[config.mk]
export PLATFORM = sky130hd
export DESIGN_NAME = tempo_phase_sync_controller_unit
export DESIGN_NICKNAME = d
export VERILOG_FILES = /design/src/tpsc_pkg.sv /design/src/tpsc_div.sv /design/src/tempo_phase_sync_controller_unit.sv
export SDC_FILE = /design/constraint.sdc
export NUM_CORES = 2
export LEC_CHECK = 0
export ABC_AREA = 1
export BUFFER_PORTS_ARGS = -buffer_cell sky130_fd_sc_hd__buf_2
export CAP_MARGIN = 10
export CORE_ASPECT_RATIO = 0.6
export CORE_UTILIZATION = 58
export CTS_BUF_LIST = sky130_fd_sc_hd__clkbuf_4 sky130_fd_sc_hd__clkbuf_8
export CTS_CLUSTER_DIAMETER = 40
export DETAILED_ROUTE_END_ITERATION = 6
export PLACE_DENSITY = 0.84
export SYNTH_ARGS = -nofsm -noshare
export SYNTH_HDL_FRONTEND = slang
export SYNTH_SLANG_ARGS = --single-unit
[constraint.sdc]
create_clock -name clk -period 8.3 [get_ports clk]
set_input_delay 1.66 -clock clk [delete_from_list [all_inputs] [get_ports clk]]
set_output_delay 1.66 -clock clk [all_outputs]
set_load 0.01 [all_outputs]
[src/tpsc_pkg.sv]
// Shared types and constants for the tempo phase sync controller.
// No dependencies; imported by every module in src.
package tpsc_pkg;

	// sync_state codes
	localparam logic [1:0] ST_OFF    = 2'd0;
	localparam logic [1:0] ST_INIT   = 2'd1;
	localparam logic [1:0] ST_LOCKED = 2'd2;
	localparam logic [1:0] ST_DRIFT  = 2'd3;

	// opcodes
	localparam logic [1:0] OP_UPDATE  = 2'd0;
	localparam logic [1:0] OP_ENABLE  = 2'd1;
	localparam logic [1:0] OP_DISABLE = 2'd2;

	// register indexes (byte address = 4 * index)
	localparam logic [2:0] REG_CHECK_INTERVAL  = 3'd0;
	localparam logic [2:0] REG_DRIFT_LIMIT     = 3'd1;
	localparam logic [2:0] REG_SETTLE_UPDATES  = 3'd2;
	localparam logic [2:0] REG_BPM_TOLERANCE   = 3'd3;
	localparam logic [2:0] REG_STABILITY_COUNT = 3'd4;

	// register reset values
	localparam logic [19:0] CHECK_INTERVAL_RST  = 20'd88200;
	localparam logic [15:0] DRIFT_LIMIT_RST     = 16'd50;
	localparam logic [15:0] SETTLE_UPDATES_RST  = 16'd1000;
	localparam logic [9:0]  BPM_TOLERANCE_RST   = 10'd10;
	localparam logic [15:0] STABILITY_COUNT_RST = 16'd4;

	// counter limits
	localparam logic [19:0] CNT_MAX  = 20'hFFFFF;
	localparam logic [15:0] STAB_MAX = 16'hFFFF;

	// divider geometry: (tgt*20000 + own) / (2*own)
	localparam int DIV_NW = 32;
	localparam int DIV_DW = 18;

	// fixed point scale: 1.0 = 10000, +-50% clamp
	localparam logic [14:0] UNITY      = 15'd10000;
	localparam logic [14:0] UNITY_X2   = 15'd20000;
	localparam logic [13:0] UNITY_14   = 14'd10000;
	localparam logic [31:0] Q_HI       = 32'd15000;
	localparam logic [31:0] Q_LO       = 32'd5000;
	localparam logic signed [13:0] TEMPO_MAX = 14'sd5000;
	localparam logic signed [13:0] TEMPO_MIN = -14'sd5000;

	typedef logic signed [13:0] tempo_t;

endpackage

[src/tpsc_div.sv]
// Restoring radix-2 divider, one quotient bit per cycle.
// Depends on tpsc_pkg only through the import.
module tpsc_div
	import tpsc_pkg::*;
#(
	parameter int NW = 32,
	parameter int DW = 18
) (
	input  logic          clk,
	input  logic          arst_n,
	input  logic          start,
	input  logic [NW-1:0] num,
	input  logic [DW-1:0] den,
	output logic          done,
	output logic [NW-1:0] quot
);

	localparam int CW = $clog2(NW);
	localparam logic [CW-1:0] LAST = CW'(NW - 1);

	logic          busy_q;
	logic          done_q;
	logic [CW-1:0] cnt_q;
	logic [NW-1:0] num_q;
	logic [DW-1:0] den_q;
	logic [DW-1:0] rem_q;
	logic [DW:0]   trial;
	logic          ge;

	assign trial = {rem_q, num_q[NW-1]};
	assign ge    = trial >= {1'b0, den_q};

	always_ff @(posedge clk or negedge arst_n) begin
		if (!arst_n) begin
			busy_q <= 1'b0;
			done_q <= 1'b0;
			cnt_q  <= '0;
		end else begin
			done_q <= 1'b0;
			if (start) begin
				busy_q <= 1'b1;
				cnt_q  <= '0;
			end else if (busy_q) begin
				cnt_q <= cnt_q + CW'(1);
				if (cnt_q == LAST) begin
					busy_q <= 1'b0;
					done_q <= 1'b1;
				end
			end
		end
	end

	// quotient bits shift into the low end of the dividend register
	always_ff @(posedge clk) begin
		if (start) begin
			num_q <= num;
			den_q <= den;
			rem_q <= '0;
		end else if (busy_q) begin
			rem_q <= ge ? DW'(trial - {1'b0, den_q}) : trial[DW-1:0];
			num_q <= {num_q[NW-2:0], ge};
		end
	end

	assign done = done_q;
	assign quot = num_q;

endmodule

[src/tempo_phase_sync_controller_unit.sv]
// Tempo phase sync controller top level: APB register file, sequencer, result register.
// Depends on tpsc_pkg and tpsc_div.
//
// One word in, one result word out. For enable, disable and updates outside the
// initializing state, the word passes through the execute and finish states, and the
// result is registered when it leaves finish. An update while initializing needs the
// tempo ratio and runs the radix-2 divider between execute and finish (a zero own
// tempo skips the divider). The block takes one word at a time; a finished result
// sits in the output register and the next word is accepted while it waits, but
// that word does not finish until the result has been taken. Registers are to be
// written through APB only while idle; the block itself does not enforce this.
module tempo_phase_sync_controller_unit
	import tpsc_pkg::*;
(
	input  logic               clk,
	input  logic               arst_n,
	input  logic               psel,
	input  logic               penable,
	input  logic               pwrite,
	input  logic [4:0]         paddr,
	input  logic [31:0]        pwdata,
	output logic [31:0]        prdata,
	output logic               pready,
	input  logic               in_valid,
	output logic               in_ready,
	input  logic [1:0]         opcode,
	input  logic               target_present,
	input  logic [16:0]        target_bpm,
	input  logic [16:0]        own_bpm,
	input  logic signed [13:0] current_tempo,
	input  logic signed [23:0] phase_offset,
	output logic               out_valid,
	input  logic               out_ready,
	output logic [1:0]         sync_state,
	output logic               is_locked,
	output logic               ramp_write,
	output logic signed [13:0] ramp_target,
	output logic               tempo_write,
	output logic signed [13:0] tempo_value
);

	localparam logic [1:0] S_IDLE = 2'd0;
	localparam logic [1:0] S_EXEC = 2'd1;
	localparam logic [1:0] S_DIV  = 2'd2;
	localparam logic [1:0] S_FIN  = 2'd3;

	// config registers
	logic [19:0] chk_q;
	logic [15:0] lim_q;
	logic [15:0] settle_q;
	logic [9:0]  tol_q;
	logic [15:0] stabc_q;

	// control state
	logic [1:0]  st_q;
	logic [1:0]  mode_q;
	logic [19:0] cnt_q;
	logic [15:0] stab_q;
	logic        out_valid_q;

	// latched word
	logic [1:0]   op_q;
	logic         pres_q;
	logic [16:0]  tgt_q;
	logic [16:0]  own_q;
	tempo_t       ct_q;
	logic [23:0]  ph_q;

	// lock test operands
	logic [31:0] p1_q;
	logic [30:0] p2_q;
	logic [23:0] tol10k_q;

	// result registers
	logic [1:0] sync_state_q;
	logic       is_locked_q;
	logic       ramp_write_q;
	tempo_t     ramp_target_q;
	logic       tempo_write_q;
	tempo_t     tempo_value_q;

	logic        cfg_wr;
	logic        accept;
	logic        need_div;
	logic        div_start;
	logic        div_done;
	logic [31:0] div_num;
	logic [31:0] quot;
	logic [14:0] eff;
	logic        commit;

	logic [1:0]  mode_n;
	logic [19:0] cnt_n;
	logic [15:0] stab_n;
	logic [19:0] cnt_inc;
	logic        rw;
	tempo_t      rt;
	logic        tw;
	tempo_t      tv;
	logic [23:0] aph;
	logic        over_lim;
	logic        under_lim;
	logic signed [32:0] diff;
	logic [32:0] adiff;
	logic        lock_hit;
	logic signed [14:0] nudged;

	assign pready = 1'b1;
	assign cfg_wr = psel && penable && pwrite;

	always_ff @(posedge clk or negedge arst_n) begin
		if (!arst_n) begin
			chk_q    <= CHECK_INTERVAL_RST;
			lim_q    <= DRIFT_LIMIT_RST;
			settle_q <= SETTLE_UPDATES_RST;
			tol_q    <= BPM_TOLERANCE_RST;
			stabc_q  <= STABILITY_COUNT_RST;
		end else if (cfg_wr) begin
			unique case (paddr[4:2])
				REG_CHECK_INTERVAL:  chk_q    <= pwdata[19:0];
				REG_DRIFT_LIMIT:     lim_q    <= pwdata[15:0];
				REG_SETTLE_UPDATES:  settle_q <= pwdata[15:0];
				REG_BPM_TOLERANCE:   tol_q    <= pwdata[9:0];
				REG_STABILITY_COUNT: stabc_q  <= pwdata[15:0];
				default: ;
			endcase
		end
	end

	always_comb begin
		unique case (paddr[4:2])
			REG_CHECK_INTERVAL:  prdata = {12'd0, chk_q};
			REG_DRIFT_LIMIT:     prdata = {16'd0, lim_q};
			REG_SETTLE_UPDATES:  prdata = {16'd0, settle_q};
			REG_BPM_TOLERANCE:   prdata = {22'd0, tol_q};
			REG_STABILITY_COUNT: prdata = {16'd0, stabc_q};
			default:             prdata = '0;
		endcase
	end

	// sequencer
	assign in_ready  = (st_q == S_IDLE);
	assign accept    = in_valid && in_ready;
	assign need_div  = (op_q == OP_UPDATE) && (mode_q == ST_INIT) && (own_q != 17'd0);
	assign div_start = (st_q == S_EXEC) && need_div;
	assign commit    = (st_q == S_FIN) && (!out_valid_q || out_ready);

	always_ff @(posedge clk or negedge arst_n) begin
		if (!arst_n) begin
			st_q <= S_IDLE;
		end else begin
			unique case (st_q)
				S_IDLE: if (accept) st_q <= S_EXEC;
				S_EXEC: st_q <= need_div ? S_DIV : S_FIN;
				S_DIV:  if (div_done) st_q <= S_FIN;
				S_FIN:  if (commit) st_q <= S_IDLE;
				default: st_q <= S_IDLE;
			endcase
		end
	end

	always_ff @(posedge clk) begin
		if (accept) begin
			op_q   <= opcode;
			pres_q <= target_present;
			tgt_q  <= target_bpm;
			own_q  <= own_bpm;
			ct_q   <= current_tempo;
			ph_q   <= phase_offset;
		end
	end

	// effective tempo scale 10000 + ct, always positive
	assign eff     = {ct_q[13], ct_q} + UNITY;
	assign div_num = ({15'd0, tgt_q} * {17'd0, UNITY_X2}) + {15'd0, own_q};

	always_ff @(posedge clk) begin
		if (st_q == S_EXEC) begin
			p1_q     <= {15'd0, own_q} * {17'd0, eff};
			p2_q     <= 31'({14'd0, tgt_q} * {16'd0, UNITY});
			tol10k_q <= 24'({14'd0, tol_q} * {9'd0, UNITY});
		end
	end

	tpsc_div #(
		.NW(DIV_NW),
		.DW(DIV_DW)
	) u_div (
		.clk   (clk),
		.arst_n(arst_n),
		.start (div_start),
		.num   (div_num),
		.den   ({own_q, 1'b0}),
		.done  (div_done),
		.quot  (quot)
	);

	// next-state and result
	assign cnt_inc   = (cnt_q == CNT_MAX) ? cnt_q : cnt_q + 20'd1;
	assign aph       = ph_q[23] ? (~ph_q + 24'd1) : ph_q;
	assign over_lim  = aph > {8'd0, lim_q};
	assign under_lim = aph < {8'd0, lim_q};
	assign diff      = $signed({1'b0, p1_q}) - $signed({2'b0, p2_q});
	assign adiff     = diff[32] ? 33'(-diff) : 33'(diff);
	assign lock_hit  = adiff < {9'd0, tol10k_q};
	assign nudged    = $signed({ct_q[13], ct_q}) + (ph_q[23] ? -15'sd1 : 15'sd1);

	always_comb begin
		if (own_q == 17'd0 || quot > Q_HI) begin
			rt = TEMPO_MAX;
		end else if (quot < Q_LO) begin
			rt = TEMPO_MIN;
		end else begin
			rt = tempo_t'(quot[13:0] - UNITY_14);
		end
		if (nudged > 15'sd5000) begin
			tv = TEMPO_MAX;
		end else if (nudged < -15'sd5000) begin
			tv = TEMPO_MIN;
		end else begin
			tv = nudged[13:0];
		end
	end

	always_comb begin
		mode_n = mode_q;
		cnt_n  = cnt_q;
		stab_n = stab_q;
		rw     = 1'b0;
		tw     = 1'b0;
		if (op_q == OP_ENABLE && pres_q) begin
			mode_n = ST_INIT;
			cnt_n  = '0;
			stab_n = '0;
		end else if (op_q == OP_DISABLE || op_q == OP_ENABLE) begin
			mode_n = ST_OFF;
			cnt_n  = '0;
			stab_n = '0;
		end else if (op_q == OP_UPDATE) begin
			unique case (mode_q)
				ST_INIT: begin
					rw    = 1'b1;
					cnt_n = cnt_inc;
					if (lock_hit) begin
						mode_n = ST_LOCKED;
						stab_n = '0;
					end
				end
				ST_LOCKED: begin
					cnt_n = cnt_inc;
					if (cnt_inc >= chk_q) begin
						cnt_n = '0;
						if (over_lim) begin
							mode_n = ST_DRIFT;
							stab_n = '0;
						end else if (stab_q != STAB_MAX) begin
							stab_n = stab_q + 16'd1;
						end
					end
				end
				ST_DRIFT: begin
					cnt_n = cnt_inc;
					tw    = over_lim;
					// relock needs the phase strictly inside the limit
					if (under_lim && cnt_inc > {4'd0, settle_q}) begin
						mode_n = ST_LOCKED;
						stab_n = '0;
						cnt_n  = '0;
					end
				end
				default: ;
			endcase
		end
	end

	always_ff @(posedge clk or negedge arst_n) begin
		if (!arst_n) begin
			mode_q      <= ST_OFF;
			cnt_q       <= '0;
			stab_q      <= '0;
			out_valid_q <= 1'b0;
		end else begin
			if (commit) begin
				mode_q <= mode_n;
				cnt_q  <= cnt_n;
				stab_q <= stab_n;
			end
			if (commit) begin
				out_valid_q <= 1'b1;
			end else if (out_ready) begin
				out_valid_q <= 1'b0;
			end
		end
	end

	always_ff @(posedge clk) begin
		if (commit) begin
			sync_state_q  <= mode_n;
			is_locked_q   <= (mode_n == ST_LOCKED) && (stab_n >= stabc_q);
			ramp_write_q  <= rw;
			ramp_target_q <= rw ? rt : '0;
			tempo_write_q <= tw;
			tempo_value_q <= tw ? tv : '0;
		end
	end

	assign out_valid   = out_valid_q;
	assign sync_state  = sync_state_q;
	assign is_locked   = is_locked_q;
	assign ramp_write  = ramp_write_q;
	assign ramp_target = ramp_target_q;
	assign tempo_write = tempo_write_q;
	assign tempo_value = tempo_value_q;

	a_div_done_in_div: assert property (@(posedge clk) disable iff (!arst_n)
		div_done |-> st_q == S_DIV)
		else $error("divider finished outside the divide step");

	a_single_write: assert property (@(posedge clk) disable iff (!arst_n)
		out_valid |-> !(ramp_write && tempo_write))
		else $error("ramp and tempo writes in one word");

	a_ramp_state: assert property (@(posedge clk) disable iff (!arst_n)
		(out_valid && ramp_write) |-> (sync_state == ST_INIT || sync_state == ST_LOCKED))
		else $error("ramp write outside initializing");

	a_tempo_state: assert property (@(posedge clk) disable iff (!arst_n)
		(out_valid && tempo_write) |-> (sync_state == ST_DRIFT || sync_state == ST_LOCKED))
		else $error("tempo write outside drifting");

	a_locked_flag: assert property (@(posedge clk) disable iff (!arst_n)
		(out_valid && is_locked) |-> sync_state == ST_LOCKED)
		else $error("locked flag without locked state");

endmodule

* Yosys cells after proc, flatten, opt, wreduce, memory -nomap -nowiden
Index checks and enable logic that the tools add are counted.
Widths: inputs -> output; s select.
** Storage, ports and cells
- Bits in writable memories :: 0
- Output and inout port bits :: 68
- Register bits after elaboration :: 380
- Latch bits :: 0
- ROM bits :: 0
- Memories :: 0
** Cells by class
- Multiply operators :: 4
- Bitwise logic cells :: 3
- Reduce and logical (&&, ||, !) cells :: 34
- Div/mod/pow operators :: 0
- Muxes and demuxes :: 58
- Magnitude comparators :: 11
- Add/sub/neg operators :: 11
- Equality and inequality tests :: 19
- Shifts and indexed selects :: 0
** Operators by type and width (count)
- $mux 16 :: 8
- $mux 20 :: 6
- $pmux 20 s5 :: 1
- $mux 32 :: 2
- $pmux 20 s3 :: 1
- $mul 17x10->27 const B :: 2
- $pmux 16 s3 :: 1
- $lt 33x24->1 :: 1
- $mux 33 :: 1
- $neg 33->33 :: 1
- $sub 32x31->33 :: 1
- $add 32x17->32 :: 1
- $gt 32x14->1 const B :: 1
- $lt 32x13->1 const B :: 1
- $mul 17x15->32 :: 1
- $mux 14 :: 2
- $mux 13 :: 2
- $add 24x1->24 const B :: 1
- $gt 24x16->1 :: 1
- $lt 24x16->1 :: 1
- $mux 24 :: 1
- $not 24->24 :: 1
- $add 20x1->20 const B :: 1
- $eq 20x20->1 const B :: 1
- 44 further kinds :: 100

* Depth between registers and ports, before layout
- Depth after elaboration :: 12
- Gate-level depth with buffers :: 48
- Gate-level depth less buffers :: 47

* Modules after synthesis
A second synthesis with hierarchy kept.
** Unflattened totals
- Cell total of the unflattened synthesis :: 4549
- Area total of the unflattened synthesis :: 36725.2 um2
** By module, submodules not included
- tempo_phase_sync_controller_unit :: area an instance 32461.1 um2, cells an instance 4021, times used 1, sequential area each 8615.8 um2
- tpsc_div :: area an instance 4264.1 um2, cells an instance 528, times used 1, sequential area each 2037.0 um2

* Worst setup path before layout
Ideal clock, no wire load.
- Path kind :: register to register
- From :: register ct_q[4]
- To :: register p1_q[30] (data pin)
- Slack :: 1461 ps
- Path buffers :: 2
- Arrival time :: 6582 ps
- Library setup time :: 258 ps
- Cell stages (with the launch flop) :: 29
- Path through :: edfxtp_1 -> ha_1 -> clkbuf_1 -> clkbuf_1 -> nand2_1 -> fa_1 -> inv_1 -> fa_1 -> fa_1 -> inv_1 -> fa_1 -> fa_1 -> inv_1 -> fa_1 -> ha_1 -> nand2_1 -> nor2_1 -> inv_1 -> o21bai_1 -> a21boi_1 -> o21ai_0 -> a21boi_1 -> o21bai_1 -> a21boi_1 -> o21ai_0 -> a21oi_1 -> nor2_1 -> nor2_1 -> xnor2_1
** On the way
- Longest elaborated chain between the ends :: 2
** Ends and longest elaborated chain
- start: declaration :: RTL line tempo_phase_sync_controller_unit.sv:66 : tempo_t ct_q;
- start signal: assignment :: RTL line tempo_phase_sync_controller_unit.sv:168 : ct_q <= current_tempo;
- $add 15x14->15 :: RTL line tempo_phase_sync_controller_unit.sv:174 : assign eff = {ct_q[13], ct_q} + UNITY;
- $mul 17x15->32 :: RTL line tempo_phase_sync_controller_unit.sv:179 : p1_q <= {15'd0, own_q} * {17'd0, eff};
- end signal: assignment :: RTL line tempo_phase_sync_controller_unit.sv:179
- end: declaration :: RTL line tempo_phase_sync_controller_unit.sv:70 : logic [31:0] p1_q;
No other way between the ends.
A chain may end at the register's enable or synchronous reset.

* Worst setup path after layout
Ends and elaborated chain as after synthesis.

==> summary.txt <==
Outcome
  – Status: complete, no violations

GRT
  – Global-route wire length before repair: 151.7 mm
  – Vias in the first global route: 28.69k
  – Largest net degree at the start of global routing: 80
  – Total GRT Usage: 0.3093
  – Antenna violations before repair: 5
  – Grt ovf: 0

Yosys
  – Sequential share of the synthesized area: 0.2982
  – Post-synth EDFFs: roughly 240
  – Ys flop type: edfxtp_1
  – Post-Syn Area per Cell: about 8.3 um^2
  – Share of the synthesized area in the top cell type: 0.1989
  – Ys Warns: 0
  – Synthesized area: between 0.03 and 0.04 mm^2
  – Yosys top cell by area: edfxtp_1
  – Synth async-reset ratio: 0.3316
  – Register bit total from synthesis: 380
  – Synth Instances: between 4k and 5k
  – Number of distinct library cells after synthesis: 65
  – Top cells by area, synth: edfxtp_1 20%, fa_1 14%, ha_1 14%

Die
  – Boundary Pins: about 190
  – DIE HEIGHT: 194.0 um
  – Die Wd: about 320 um
  – # rows: 69
  – Initial core utilization: 0.5946
  – Core Area: approximately 0.06 mm^2
  – Die ar.: around 0.062 mm^2

Critical path
  – Reg2reg setup slack: 430 ps
  – RR Endpoint: p1_q[30]$_DFFE_PP_
  – Reg2Reg Depth: 32
  – CP Max Fanout: 16
  – CP dominant cell by count: inv_1
  – Max incr delay on CP: between 500 and 600 ps
  – Slowest-stage cell, CP: fa_1
  – Critical path class: reg -> reg
  – Crit start category: flip-flop
  – Worst EP required: about 9000 ps
  – R2r startpoint: ct_q[4]$_DFFE_PP_
  – CP Capture Type: flip-flop
  – Data arrival, critical path: about 8300 ps

Power and ir drop
  – Design Power: around 4.9 mW
  – Power density over the cells: 126.8 mW/mm^2
  – Leakage power: between 15 and 20 nW
  – Peak supply drop: between 100 and 150 uV

Route
  – Drt wl/cell: roughly 18 um
  – TritonRoute pass-1 iters: 6
  – 1st-iter DRT viols: approximately 3.5k
  – Via density: between 5 and 6
  – Wirelength, routed: approximately 95 mm
  – ANT nets after route: 0
  – Via count: 29.62k
  – # DRC: 0

STA
  – Final Hold Fails: 0
  – Crit path time final: between 7000 and 8000 ps
  – Setup Skew: 42.88 ps
  – Crit share post-route: 0.9486
  – Worst slew pin tran: about 1100 ps
  – Fmax: 127.0 MHz
  – Slew Limit Fails: 0
  – Endpoints failing setup: 0
  – RSZ-0062 raised after global routing: no
  – Setup TNS: 0 ps
  – Relative slew slack: 0.2826

Min path
  – Hold_sp: u_div.rem_q[5]$_SDFFE_PP0P_
  – Hold endpoint: u_div.rem_q[5]$_SDFFE_PP0P_
  – Worst Hold Depth: 2
  – Worst Hold Class: reg -> reg

Final layout
  – Most common cell after layout, fill and taps aside: nand2_1
  – Share of layout cells above drive strength 1: 0.09283
  – Most frequent cells in the layout: 990 x nand2_1, 841 x inv_1, 392 x ha_1, 252 x fa_1, 245 x nor2_1
  – Nets@finish: between 5k and 6k
  – Layout Area Growth over Synthesis: 8.608%
  – Ant. Diodes: 0
  – Finished Layout Cells: ~5.3k
  – Cell area after layout: a little under 0.04 mm^2
  – Fill cells: around 4.9k

Clocking
  – CTS root buf: clkbuf_8
  – Post-CTS sizing: 0
  – CTS Hold Bufs: 0
  – Worst-Skew Late Latency: 680 ps
  – Post-CTS Setup Bufs: 0
  – Num Clock Sinks: 380
  – Clock Tree Buf Depth: 3
  – Clk slew on worst S/H paths: about 60 ps
  – TritonCTS Buffers: between 60 and 70
  – CTS HTree Levels: 3
  – CTS tree: yes

Place
  – Area after DPL: ~0.037 mm^2
  – Port Buffers: between 150 and 200
  – Placed cell count: about 5.2k
  – Final Wtd Congestion: ~1.0
  – Final HPWL from detailed placement: 74.58 mm

Run
  – Max-cap viol count: 0
power by group:
group          internal (mW)  total, mW  switching [mW]
clock                  0.982       1.83           0.846
combinational          0.351      0.870           0.519
sequential              2.12       2.21          0.0885
total                   3.45       4.91            1.45
Yosys cell counts, drive strengths merged (7+ instances only):
cell,number
a21boi,11
clkbuf,74
a22oi,14
a21o,10
fa,252
xnor2,51
o211ai,28
or2,7
o21ai,204
a21oi,196
buf,33
nand3b,10
o21a,9
nor3,42
nor2,258
edfxtp,236
nor4,17
ha,393
dfstp,18
dfxtp,18
nand3,173
nand4,50
a211oi,8
a31oi,9
xor2,126
inv,855
dfrtp,108
o2111ai,16
o21bai,18
nand2,1005
metrics by stage:
step	hold WS (ps)	utilization	worst slack (ps)
CTS	473.5	0.6458	609.2
finish	471.4	0.6458	426.6
global route	500.0	0.6458	21.97
floorplan	424.4	-	1461
global placement	460.7	0.6228	816.6
detailed placement	463.8	0.6228	675.0
worst max-delay path by stage:
stage / slack, ps / end / start / depth (start not counted)
after CTS: 610 / p1_q[30]$_DFFE_PP_ / ct_q[4]$_DFFE_PP_ / 32
after detailed placement: 670 / p1_q[30]$_DFFE_PP_ / ct_q[4]$_DFFE_PP_ / 32
after global routing: 20 / p1_q[30]$_DFFE_PP_ / ct_q[4]$_DFFE_PP_ / 32
final: 430 / p1_q[30]$_DFFE_PP_ / ct_q[4]$_DFFE_PP_ / 32
after floorplan: 1460 / p1_q[30]$_DFFE_PP_ / ct_q[4]$_DFFE_PP_ / 28
after global placement: 820 / p1_q[30]$_DFFE_PP_ / ct_q[4]$_DFFE_PP_ / 31
per-layer routing:
layer	up-vias	GRT usage	share of wire
met5	-	0	0.00036
met3	216	0.1071	0.14
li1	14010	-	-
met4	6	0.08466	0.027
met1	13850	0.4649	0.44
met2	1543	0.4181	0.39
critical path: cells and delay by family (launching register included):
family / cells / cell delay (ps)
AND/OR/NAND/NOR: 9 / 850
buffers and inverters: 6 / 770
AO/OA/AOI/OAI: 8 / 1850
flip-flops: 1 / 550
XOR/XNOR: 1 / 110
adder cells (fa/ha/maj): 8 / 3460
kinds of logic after synthesis:
family	share of synthesized area
AO/OA/AOI/OAI	0.08699
other	0.0002108
XOR/XNOR	0.04425
buffers and inverters	0.1040
flip-flops	0.2982
AND/OR/NAND/NOR	0.1867
adder cells (fa/ha/maj)	0.2796
final cells by class:
type,instances,area [um^2],share of cell area
clock buffers,96,1171,0.03027
multi-input cells,2948,21370,0.5523
inverters,858,3222,0.08327
clock inverters,24,203.9,0.005271
well taps,816,1021,0.02639
flip-flops and latches,380,10620,0.2745
repair buffers,197,1084,0.02800
state kept, by name, indices dropped and copies added (netlist names), 18 cells and up:
name,cells
u_div.rem_q,18
ph_q,24
p1_q,32
u_div.quot,32
cnt_q,20
tol10k_q,20
chk_q,20
p2_q,27
(Power assumes the default switching activity.)
